===== src/design/sfra_pkg.sv =====
// Shared constants and configuration register codes for the stream find-and-replace block.
package sfra_pkg;

    localparam int NEEDLE_MAX_DEF      = 8;
    localparam int REPLACEMENT_MAX_DEF = 16;

    localparam int BYTE_W      = 8;
    localparam int CFG_INDEX_W = 3;
    localparam int CFG_DATA_W  = 64;
    localparam int NLEN_REG_W  = 4;
    localparam int RLEN_REG_W  = 5;

    typedef enum logic [CFG_INDEX_W-1:0] {
        CFG_NEEDLE_LENGTH      = 3'd0,
        CFG_NEEDLE_TEXT        = 3'd1,
        CFG_REPLACEMENT_LENGTH = 3'd2,
        CFG_REPLACEMENT_LOW    = 3'd3,
        CFG_REPLACEMENT_HIGH   = 3'd4
    } cfg_index_t;

endpackage


===== src/design/stream_find_replace_all.sv =====
// Stream find-and-replace-all: iterative sequencer over a pending prefix buffer.
// Each result passes through the stage register, which holds one result back, then the output register.
// A new input transaction is accepted only in idle, once the previous one has finished.
// Throughput: one result byte per cycle while a full output is not waiting on m_tready;
// scan or flush steps that emit nothing also hold the flow.
// Reset (aresetn low, synchronous): state, counters and config registers cleared, pending buffer empty, no output.
module stream_find_replace_all
    import sfra_pkg::*;
#(
    parameter int NEEDLE_MAX      = NEEDLE_MAX_DEF,
    parameter int REPLACEMENT_MAX = REPLACEMENT_MAX_DEF
) (
    input  logic                   aclk,
    input  logic                   aresetn,
    // input stream
    input  logic                   s_tvalid,
    output logic                   s_tready,
    input  logic [BYTE_W-1:0]      s_tdata,   // [7:0] text_byte
    input  logic                   s_tlast,   // stream_end
    input  logic                   s_tuser,   // [0] byte_present
    // result stream
    output logic                   m_tvalid,
    input  logic                   m_tready,
    output logic [BYTE_W-1:0]      m_tdata,   // [7:0] result_byte
    output logic                   m_tlast,   // run_last
    output logic                   m_tuser,   // [0] text_done
    // configuration writes
    input  logic                   cfg_valid,
    output logic                   cfg_ready,
    input  logic [CFG_INDEX_W-1:0] cfg_index,
    input  logic [CFG_DATA_W-1:0]  cfg_data
);

    localparam int NL_W = $clog2(NEEDLE_MAX + 1);
    localparam int RL_W = $clog2(REPLACEMENT_MAX + 1);

    typedef enum logic [7:0] {
        ST_IDLE  = 8'b0000_0001,
        ST_SCAN  = 8'b0000_0010,
        ST_MATCH = 8'b0000_0100,
        ST_FLUSH = 8'b0000_1000,
        ST_PRE   = 8'b0001_0000,
        ST_BYTE  = 8'b0010_0000,
        ST_POST  = 8'b0100_0000,
        ST_FIN   = 8'b1000_0000
    } state_t;

    state_t state_reg, state_next;

    logic [NLEN_REG_W-1:0] needle_length_reg, needle_length_next;
    logic [CFG_DATA_W-1:0] needle_text_reg, needle_text_next;
    logic [RLEN_REG_W-1:0] repl_length_reg, repl_length_next;
    logic [CFG_DATA_W-1:0] repl_low_reg, repl_low_next;
    logic [CFG_DATA_W-1:0] repl_high_reg, repl_high_next;

    logic [BYTE_W-1:0] pend_reg [NEEDLE_MAX];
    logic [BYTE_W-1:0] pend_next [NEEDLE_MAX];
    logic [NL_W-1:0]   count_reg, count_next;
    logic [RL_W-1:0]   ri_reg, ri_next;

    logic [BYTE_W-1:0] byte_reg, byte_next;
    logic              end_reg, end_next;

    logic [BYTE_W-1:0] stage_reg, stage_next;
    logic              stage_valid_reg, stage_valid_next;

    logic              m_valid_reg, m_valid_next;
    logic [BYTE_W-1:0] m_data_reg, m_data_next;
    logic              m_last_reg, m_last_next;
    logic              m_done_reg, m_done_next;

    logic [NL_W-1:0]   nl_eff;
    logic [RL_W-1:0]   rl_eff;
    logic [2*CFG_DATA_W-1:0] repl_all;
    logic [BYTE_W-1:0] repl_byte;
    logic              is_prefix;
    logic              out_free;
    logic              can_emit;
    logic              emit;
    logic [BYTE_W-1:0] emit_byte;
    logic              move_out;
    logic              move_last;
    logic              s_accept;
    logic              ri_at_end;

    assign s_tready  = (state_reg == ST_IDLE);
    assign cfg_ready = 1'b1;
    assign s_accept  = s_tvalid && s_tready;

    assign m_tvalid = m_valid_reg;
    assign m_tdata  = m_data_reg;
    assign m_tlast  = m_last_reg;
    assign m_tuser  = m_done_reg;

    // Clamp oversized lengths to the buffer limits.
    assign nl_eff = (needle_length_reg > NLEN_REG_W'(NEEDLE_MAX))
                    ? NL_W'(NEEDLE_MAX) : NL_W'(needle_length_reg);
    assign rl_eff = (repl_length_reg > RLEN_REG_W'(REPLACEMENT_MAX))
                    ? RL_W'(REPLACEMENT_MAX) : RL_W'(repl_length_reg);

    assign repl_all  = {repl_high_reg, repl_low_reg};
    assign repl_byte = repl_all[8*(32'(ri_reg) & 32'd15) +: 8];
    assign ri_at_end = (RL_W'(ri_reg + 1'b1) == rl_eff);

    assign out_free = !m_valid_reg || m_tready;
    assign can_emit = !stage_valid_reg || out_free;

    always_comb begin
        is_prefix = (count_reg <= nl_eff);
        for (int k = 0; k < NEEDLE_MAX; k++) begin
            if ((NL_W'(k) < count_reg) && (pend_reg[k] != needle_text_reg[8*k +: 8])) begin
                is_prefix = 1'b0;
            end
        end
    end

    always_comb begin
        state_next         = state_reg;
        needle_length_next = needle_length_reg;
        needle_text_next   = needle_text_reg;
        repl_length_next   = repl_length_reg;
        repl_low_next      = repl_low_reg;
        repl_high_next     = repl_high_reg;
        pend_next          = pend_reg;
        count_next         = count_reg;
        ri_next            = ri_reg;
        byte_next          = byte_reg;
        end_next           = end_reg;
        stage_next         = stage_reg;
        stage_valid_next   = stage_valid_reg;
        m_valid_next       = m_valid_reg;
        m_data_next        = m_data_reg;
        m_last_next        = m_last_reg;
        m_done_next        = m_done_reg;
        emit               = 1'b0;
        emit_byte          = '0;
        move_out           = 1'b0;
        move_last          = 1'b0;

        unique case (state_reg)
            ST_IDLE: begin
                if (s_accept) begin
                    byte_next = s_tdata;
                    end_next  = s_tlast;
                    ri_next   = '0;
                    if (nl_eff == '0) begin
                        count_next = '0;
                        if (s_tuser) begin
                            state_next = (rl_eff != '0) ? ST_PRE : ST_BYTE;
                        end else if (s_tlast && (rl_eff != '0)) begin
                            state_next = ST_POST;
                        end else begin
                            state_next = ST_FIN;
                        end
                    end else if (s_tuser) begin
                        for (int k = 0; k < NEEDLE_MAX; k++) begin
                            if (NL_W'(k) == count_reg) begin
                                pend_next[k] = s_tdata;
                            end
                        end
                        count_next = NL_W'(count_reg + 1'b1);
                        state_next = ST_SCAN;
                    end else if (s_tlast) begin
                        state_next = ST_FLUSH;
                    end else begin
                        state_next = ST_FIN;
                    end
                end
            end
            ST_SCAN: begin
                if ((count_reg != '0) && !is_prefix) begin
                    // drop the front byte to the output and shift the rest down
                    if (can_emit) begin
                        emit      = 1'b1;
                        emit_byte = pend_reg[0];
                        for (int k = 0; k < NEEDLE_MAX - 1; k++) begin
                            pend_next[k] = pend_reg[k+1];
                        end
                        count_next = NL_W'(count_reg - 1'b1);
                    end
                end else if (count_reg == nl_eff) begin
                    count_next = '0;
                    if (rl_eff != '0) begin
                        state_next = ST_MATCH;
                    end else begin
                        state_next = end_reg ? ST_FLUSH : ST_FIN;
                    end
                end else begin
                    state_next = end_reg ? ST_FLUSH : ST_FIN;
                end
            end
            ST_MATCH: begin
                if (can_emit) begin
                    emit      = 1'b1;
                    emit_byte = repl_byte;
                    ri_next   = RL_W'(ri_reg + 1'b1);
                    if (ri_at_end) begin
                        ri_next    = '0;
                        state_next = end_reg ? ST_FLUSH : ST_FIN;
                    end
                end
            end
            ST_FLUSH: begin
                if (count_reg != '0) begin
                    if (can_emit) begin
                        emit      = 1'b1;
                        emit_byte = pend_reg[0];
                        for (int k = 0; k < NEEDLE_MAX - 1; k++) begin
                            pend_next[k] = pend_reg[k+1];
                        end
                        count_next = NL_W'(count_reg - 1'b1);
                    end
                end else begin
                    state_next = ST_FIN;
                end
            end
            ST_PRE: begin
                if (can_emit) begin
                    emit      = 1'b1;
                    emit_byte = repl_byte;
                    ri_next   = RL_W'(ri_reg + 1'b1);
                    if (ri_at_end) begin
                        ri_next    = '0;
                        state_next = ST_BYTE;
                    end
                end
            end
            ST_BYTE: begin
                if (can_emit) begin
                    emit       = 1'b1;
                    emit_byte  = byte_reg;
                    ri_next    = '0;
                    state_next = (end_reg && (rl_eff != '0)) ? ST_POST : ST_FIN;
                end
            end
            ST_POST: begin
                if (can_emit) begin
                    emit      = 1'b1;
                    emit_byte = repl_byte;
                    ri_next   = RL_W'(ri_reg + 1'b1);
                    if (ri_at_end) begin
                        ri_next    = '0;
                        state_next = ST_FIN;
                    end
                end
            end
            ST_FIN: begin
                // release the held byte as the last result of this transaction
                if (!stage_valid_reg) begin
                    state_next = ST_IDLE;
                end else if (out_free) begin
                    move_out         = 1'b1;
                    move_last        = 1'b1;
                    stage_valid_next = 1'b0;
                    state_next       = ST_IDLE;
                end
            end
            default: begin
                state_next = ST_IDLE;
            end
        endcase

        // Hold one result back so the last one can be marked when the work ends.
        if (emit) begin
            if (stage_valid_reg) begin
                move_out = 1'b1;
            end
            stage_next       = emit_byte;
            stage_valid_next = 1'b1;
        end

        if (move_out) begin
            m_valid_next = 1'b1;
            m_data_next  = stage_reg;
            m_last_next  = move_last;
            m_done_next  = move_last && end_reg;
        end else if (m_tready) begin
            m_valid_next = 1'b0;
        end

        if (cfg_valid && cfg_ready) begin
            unique case (cfg_index)
                CFG_NEEDLE_LENGTH: begin
                    needle_length_next = cfg_data[NLEN_REG_W-1:0];
                    count_next         = '0;
                end
                CFG_NEEDLE_TEXT: begin
                    needle_text_next = cfg_data;
                    count_next       = '0;
                end
                CFG_REPLACEMENT_LENGTH: repl_length_next = cfg_data[RLEN_REG_W-1:0];
                CFG_REPLACEMENT_LOW:    repl_low_next    = cfg_data;
                CFG_REPLACEMENT_HIGH:   repl_high_next   = cfg_data;
                default: ;
            endcase
        end
    end

    always_ff @(posedge aclk) begin
        if (!aresetn) begin
            state_reg         <= ST_IDLE;
            needle_length_reg <= '0;
            needle_text_reg   <= '0;
            repl_length_reg   <= '0;
            repl_low_reg      <= '0;
            repl_high_reg     <= '0;
            count_reg         <= '0;
            ri_reg            <= '0;
            stage_valid_reg   <= 1'b0;
            m_valid_reg       <= 1'b0;
        end else begin
            state_reg         <= state_next;
            needle_length_reg <= needle_length_next;
            needle_text_reg   <= needle_text_next;
            repl_length_reg   <= repl_length_next;
            repl_low_reg      <= repl_low_next;
            repl_high_reg     <= repl_high_next;
            count_reg         <= count_next;
            ri_reg            <= ri_next;
            stage_valid_reg   <= stage_valid_next;
            m_valid_reg       <= m_valid_next;
        end
    end

    always_ff @(posedge aclk) begin
        pend_reg   <= pend_next;
        byte_reg   <= byte_next;
        end_reg    <= end_next;
        stage_reg  <= stage_next;
        m_data_reg <= m_data_next;
        m_last_reg <= m_last_next;
        m_done_reg <= m_done_next;
    end

endmodule


===== config.mk =====
export PLATFORM = sky130hd
export DESIGN_NAME = stream_find_replace_all
export DESIGN_NICKNAME = d
export VERILOG_FILES = /design/src/design/sfra_pkg.sv /design/src/design/stream_find_replace_all.sv
export SDC_FILE = /design/constraint.sdc
export NUM_CORES = 1
export LEC_CHECK = 0
export BUFFER_PORTS_ARGS = -buffer_cell sky130_fd_sc_hd__buf_2
export CAP_MARGIN = 5
export CORE_AREA = 2 2 169 171
export DETAILED_ROUTE_END_ITERATION = 10
export DIE_AREA = 0 0 171 173
export GPL_TIMING_DRIVEN = 0
export PLACE_DENSITY = 0.67
export SYNTH_ARGS = -nofsm -noshare
export SYNTH_HDL_FRONTEND = slang
export SYNTH_SLANG_ARGS = --single-unit
export TNS_END_PERCENT = 100

===== constraint.sdc =====
create_clock -name aclk -period 5.4 [get_ports aclk]
set_input_delay 1.08 -clock aclk [delete_from_list [all_inputs] [get_ports aclk]]
set_output_delay 1.08 -clock aclk [all_outputs]
set_load 0.02 [all_outputs]

==> results of run 1 <==
## power groups by stage
stage	Clock, uW	Sequential, uW	Combinational (uW)
2_1_floorplan	0	2550	283
3_3_place_gp	0	2570	440
3_5_place_dp	0	2570	446
4_1_cts	2180	2520	449
5_1_grt	2290	2530	499
6_report	2160	2520	456
## worst paths after layout
path                        startpoint                     end  depth (start not counted)
max          state_reg[6]$_SDFFE_PN0P_  pend_reg[19]$_DFFE_PP_                         10
min             stage_reg[6]$_DFFE_PP_    m_tdata[6]$_DFFE_PP_                          0
max reg2reg  state_reg[6]$_SDFFE_PN0P_  pend_reg[19]$_DFFE_PP_                         10
min reg2reg     stage_reg[6]$_DFFE_PP_    m_tdata[6]$_DFFE_PP_                          0
## cell type report
cell class / instances / share of cell area [%]
clock inverter: 8 / 0.376
multi-input combinational: 1094 / 39.4
antenna: 2 / 0.0320
tap: 378 / 3.02
buffer: 90 / 2.30
inverter: 8 / 0.192
timing repair buffer: 92 / 2.94
sequential: 311 / 45.6
clock buffer: 52 / 6.13
## worst max-delay path, stage by stage (launching register included)
cell	delay, ns
dfxtp_1	0.36
nor3_2	0.45
nand4b_2	0.40
inv_2	0.26
and2_1	0.52
and3_1	0.26
clkbuf_1	0.24
a21oi_1	0.07
a21oi_1	0.11
o21ai_1	0.23
a21oi_1	0.88
## Yosys cell counts (all sizes together), types with 2 or more instances
cell	number	area (um^2)
nor2b	8	50.1
ha	9	113
and2	7	43.8
a221oi	8	70.1
xor2	51	454
edfxtp	91	2730
nor3	10	60.1
nand4	10	62.6
or3b	2	17.5
mux2i	13	130
o21a	2	15.0
nor4	12	75.1
o22ai	2	12.5
a22oi	2	15.0
and3	12	75.1
o21ai	19	95.1
nand3	6	30.0
a21oi	223	1120
o32ai	3	33.8
nor2	59	221
a32oi	2	17.5
a41oi	2	36.3
xnor2	21	184
inv	8	30.0
a31oi	2	12.5
clkbuf	74	278
mux4	40	901
nand3b	2	15.0
nand4b	4	41.3
buf	16	81.3
a211oi	4	42.5
nand2	534	2000
and4	2	17.5
dfxtp	220	4400
nand2b	6	37.5
a21o	4	30.0
## stage by stage
stage | std cells | cell area (um^2) | hold slack, ns
4_1_cts | 2033 | 15600 | 0.420
5_1_grt | 2033 | 15600 | 0.434
3_5_place_dp | 1973 | 14600 | 0.407
6_report | 2035 | 15600 | 0.419
3_3_place_gp | 1973 | 14600 | 0.405
2_1_floorplan | 1503 | 13700 | 0.400
## kinds of logic (layout without fill, tap and decap cells)
| logic type | count (synthesis) | after routing |
|---|---|---|
| and+or+nand+nor | 679 | 679 |
| muxes | 53 | 53 |
| buffers and inverters | 98 | 250 |
| xor gates and xnor gates | 72 | 72 |
| other | 1 | 3 |
| DFF | 311 | 311 |
| AOI/OAI and AO/OA | 280 | 280 |
| adders and majority gates | 9 | 9 |
## per-layer routing
metal	vias to the layer above	routed length (um)	part of all wire, %
met3	95	3180	7.7
li1	5402	-	-
met2	485	19400	47
met1	5537	17300	42
met5	-	0	0
met4	0	1470	3.6
==> results.toml, run 1 <==
[outcome]
status = "finished clean"

[cts]
cts_made_buffers = 34
cts_resized = 0
cts.hold.buffers_added = 0
clk_root_buffer_cell = "clkbuf_16"
htreeDepth = 2
clk_latency_ns = 0.52
clkSinkCount = 311
clk_pin_slew_ns = 0.06
cts_setup_buffers = 0
cts_tree = "yes"
clk_path_buf_depth = 3

[timing]
period_share_pct = 77.2
final.setup_skew_ns = 0.0258
tightest_slew_ns = 1.05
finalSetupTns_ns = 0
max_freq_ghz = 0.240
rsz0062_at_grt = "false"
setup_violations = 0
layout_setup_ws_ns = 1.23
slew_violations = 0
hold_violations = 0
fin_crit_ns = 4.17
maxSlewHeadroom_pct = 29.7

[synthesis]
synth_area_per_cell_um2 = 9.11
synth_edf_count = 91
syn-num-nets = 1594
synthArstFlopShare_pct = 0
synth_top_family_by_area = "simple AND/OR/NAND/NOR gates"
netlist_area_mm2 = 0.0137
synth-simple-area-share_pct = 20.4
synth_cell_types = 60
synth-seq-cells = 311
synth-xor-area-share_pct = 4.66
ys_seq_area_share_pct = 52.1
synth_warnings = 0
synth_compound_area_share_pct = 11.5
synthCells = 1503
muxShareOfSynthArea_pct = 7.53
synth-adder-area-share_pct = 0.823
synth_top_flop_cell = "dfxtp_1"

[place]
gp_congestion = 0.965
dp_hpwl_mm = 30.9
dp_slack_ns = 1.36
port_buffers = 92

[power_and_ir_drop]
p_leak_uw = 0.00573
power_density_mw_per_mm2 = 329
switching_share_pct = 25.1
power.internal_uw = 3850
power_frac_comb_pct = 8.9
clockPowerShare_pct = 42.1
ir_drop_v = 0.000226
seqPwrFrac_pct = 49.1
power_uw = 5140
p_sw_uw = 1290

[detailed_routing]
drt_iter0_drc = 1310
route.final.wire_length_mm = 41.3
firstDrtPassIters = 5
drt-wirelength-per-cell_um = 20.3
drc = 0
final_antenna_net_count = 0
via_per_inst = 5.66
vias = 11519

[layout]
seqCellArea_mm2 = 0.00714
layout_common_cells = "nand2_1 (534), a21oi_1 (223), dfxtp_1 (220)"
layout_commonest_cell = "nand2_1"
multiInputGateArea_mm2 = 0.00616
drive_gt1_share_pct = 12.0
fillers = 2515
final_util_pct = 56.6
area_delta_synth_final_pct = 14.3
nets = 1722

[critical_path]
r2r_slack_ns = 1.23
worstPathArrival_ns = 4.29
cp-start-kind = "flip-flop"
cp.required_ns = 5.52
worstSetupPathType = "flip-flop to flip-flop"
critical_path.endpoint_type = "flip-flop"
crit_path_max_fanout = 12

[die]
ios = 95
die_w_um = 171
initial_core_util_pct = 49.5
die_h_um = 173
core_mm2 = 0.0276
rows = 61
dieArea_mm2 = 0.0296

[global_routing]
grt_pass1_vias = 10899
grt.overflow.total = 0
gr-usage-met1_pct = 38.4
grt-busiest-layer = "met2"
antenna_found_initial = 1
grt_pass1_wl_mm = 62.8
grt_max_degree = 14
use_met3_pct = 3.96
grt_use_met2_pct = 45.3
groute.usage.overall_pct = 28.0

[hold_path]
hold_class = "flip-flop to flip-flop"

[flow_run]
maxCapViolCount = 0
(Power assumes the default switching activity.)
==> run 2: changes to the inputs <==
clock period = 4.1 ns   (was 5.4 ns; I/O delays follow)
==> results.toml, run 2 (synthesis gave the netlist of run 1 again) <==
[die]
dieArea_mm2 = 0.0296
die_w_um = 171
initial_core_util_pct = 49.5
core_mm2 = 0.0276
rows = 61
die_h_um = 173
ios = 95

[layout]
final_cells = 2033
layout_common_cells = "nand2_1 (534), a21oi_1 (222), dfxtp_1 (220)"
drive_gt1_share_pct = 12.0
nets = 1722
multiInputGateArea_mm2 = 0.00616
area_delta_synth_final_pct = 14.3
layout_commonest_cell = "nand2_1"
seqCellArea_mm2 = 0.00714
fillers = 2517
diodes = 0

[detailed_routing]
wl_met3_mm = 3.59
via_per_inst = 5.65
top_layer = "met4"
vias = 11494
wl_met2_mm = 19.3
drt-wirelength-per-cell_um = 20.4
route.final.wire_length_mm = 41.4
drc = 0
firstDrtPassIters = 6
final_antenna_net_count = 0
m1WireLength_mm = 16.9
drt_iter0_drc = 1287

[global_routing]
grt.overflow.total = 0
antenna_found_initial = 1
grt_pass1_vias = 10899
grt_pass1_wl_mm = 62.8
groute.usage.overall_pct = 28.0
grt_max_degree = 14

[hold_path]
worstHoldStart = "stage_reg[6]$_DFFE_PP_"
hold_class = "flip-flop to flip-flop"

[critical_path]
critical_path.endpoint_type = "flip-flop"
worstPathArrival_ns = 4.16
crit_path_max_fanout = 12
startpoint = "state_reg[6]$_SDFFE_PN0P_"
slowest_stage = "nor2_1"
timing.rr.start = "state_reg[6]$_SDFFE_PN0P_"
cp-start-kind = "flip-flop"
worstSetupPathType = "flip-flop to flip-flop"
cp.required_ns = 4.23
critPathMaxStageDelay_ns = 0.71
worstPathCellList = "nor3_2 > nand4b_2 > inv_2 > and2_1 > and3_1 > clkbuf_1 > a21oi_1 > a21oi_1 > o21ai_1 > nor2_1"
crit_top_cell = "a21oi_1"

[timing]
rsz0062_at_grt = "true"
max_freq_ghz = 0.248
maxSlewHeadroom_pct = 37.6
fin_crit_ns = 4.04
hold_violations = 0
final.setup_skew_ns = 0.0282
slew_violations = 0
period_share_pct = 98.5
setup_violations = 0
tightest_slew_ns = 0.936
worst_hold_slack_ns = 0.419

[power_and_ir_drop]
p_leak_uw = 0.00573
power_density_mw_per_mm2 = 434
ir_drop_v = 0.000298

[cts]
clk_path_buf_depth = 3
cts_tree = "yes"
cts_resized = 0
cts_setup_buffers = 0
cts_made_buffers = 34
cts.hold.buffers_added = 0
clk_latency_ns = 0.52
clk_pin_slew_ns = 0.06
htreeDepth = 2
clkSinkCount = 311
clk_root_buffer_cell = "clkbuf_16"

[place]
dp.cells = 1973
port_buffers = 92
gp_congestion = 0.965
dp_hpwl_mm = 30.9

[outcome]
status = "finished clean"

[flow_run]
maxCapViolCount = 0
==> run 2: cell types whose count changed in the layout (fill, tap and decap cells not counted) <==
cell     change
a21oi_2      +1
diode_2      -2
a21oi_1      -1
==> run 2: report_power, final <==
| part | internal (uW) | switching, uW |
|---|---|---|
| clock | 1620 | 1230 |
| sequential | 3260 | 65.9 |
| combinational | 194 | 412 |
==> run 2: worst paths after layout <==
check             cells after the start  slack, ns               endpoint
setup / recovery                     10       0.06  pend_reg[9]$_DFFE_PP_
hold / removal                        0       0.42   m_tdata[6]$_DFFE_PP_
setup reg to reg                     10       0.06  pend_reg[9]$_DFFE_PP_
hold reg to reg                       0       0.42   m_tdata[6]$_DFFE_PP_
==> run 2: worst max-delay path, delay by kind of cell (launching register included) <==
kind / cells / cell delay [ns]
AO/OA/AOI/OAI: 3 / 0.41
buffers and inverters: 2 / 0.52
flip-flops: 1 / 0.36
AND/OR/NAND/NOR: 5 / 2.35
==> run 2: per-stage QoR <==
step | worst slack [ns] | area (um^2) | power, uW | util (%) | TNS, ns
4_1_cts | 0.0500 | 15600 | 6790 | 56.6 | 0
6_report | 0.0630 | 15600 | 6780 | 56.6 | 0
2_1_floorplan | 1.06 | 13700 | 3740 | - | 0
3_5_place_dp | 0.0554 | 14600 | 3980 | 52.9 | 0
5_1_grt | -0.136 | 15600 | 7010 | 56.6 | -2.52
3_3_place_gp | 0.181 | 14600 | 3970 | 52.9 | 0
==> run 2: routing by layer <==
| metal | up-vias | track usage [%] |
|---|---|---|
| li1 | 5394 | - |
| met1 | 5496 | 38.4 |
| met2 | 504 | 45.3 |
| met3 | 100 | 3.96 |
| met4 | 0 | 9.75 |
| met5 | - | 0 |
==> run 2: area by class of cell <==
type | count | area share [%]
inverter | 8 | 0.192
sequential | 311 | 45.6
clock inverter | 8 | 0.376
timing repair buffer | 92 | 2.94
tap | 378 | 3.02
buffer | 90 | 2.30
clock buffer | 52 | 6.13
multi-input combinational | 1094 | 39.4
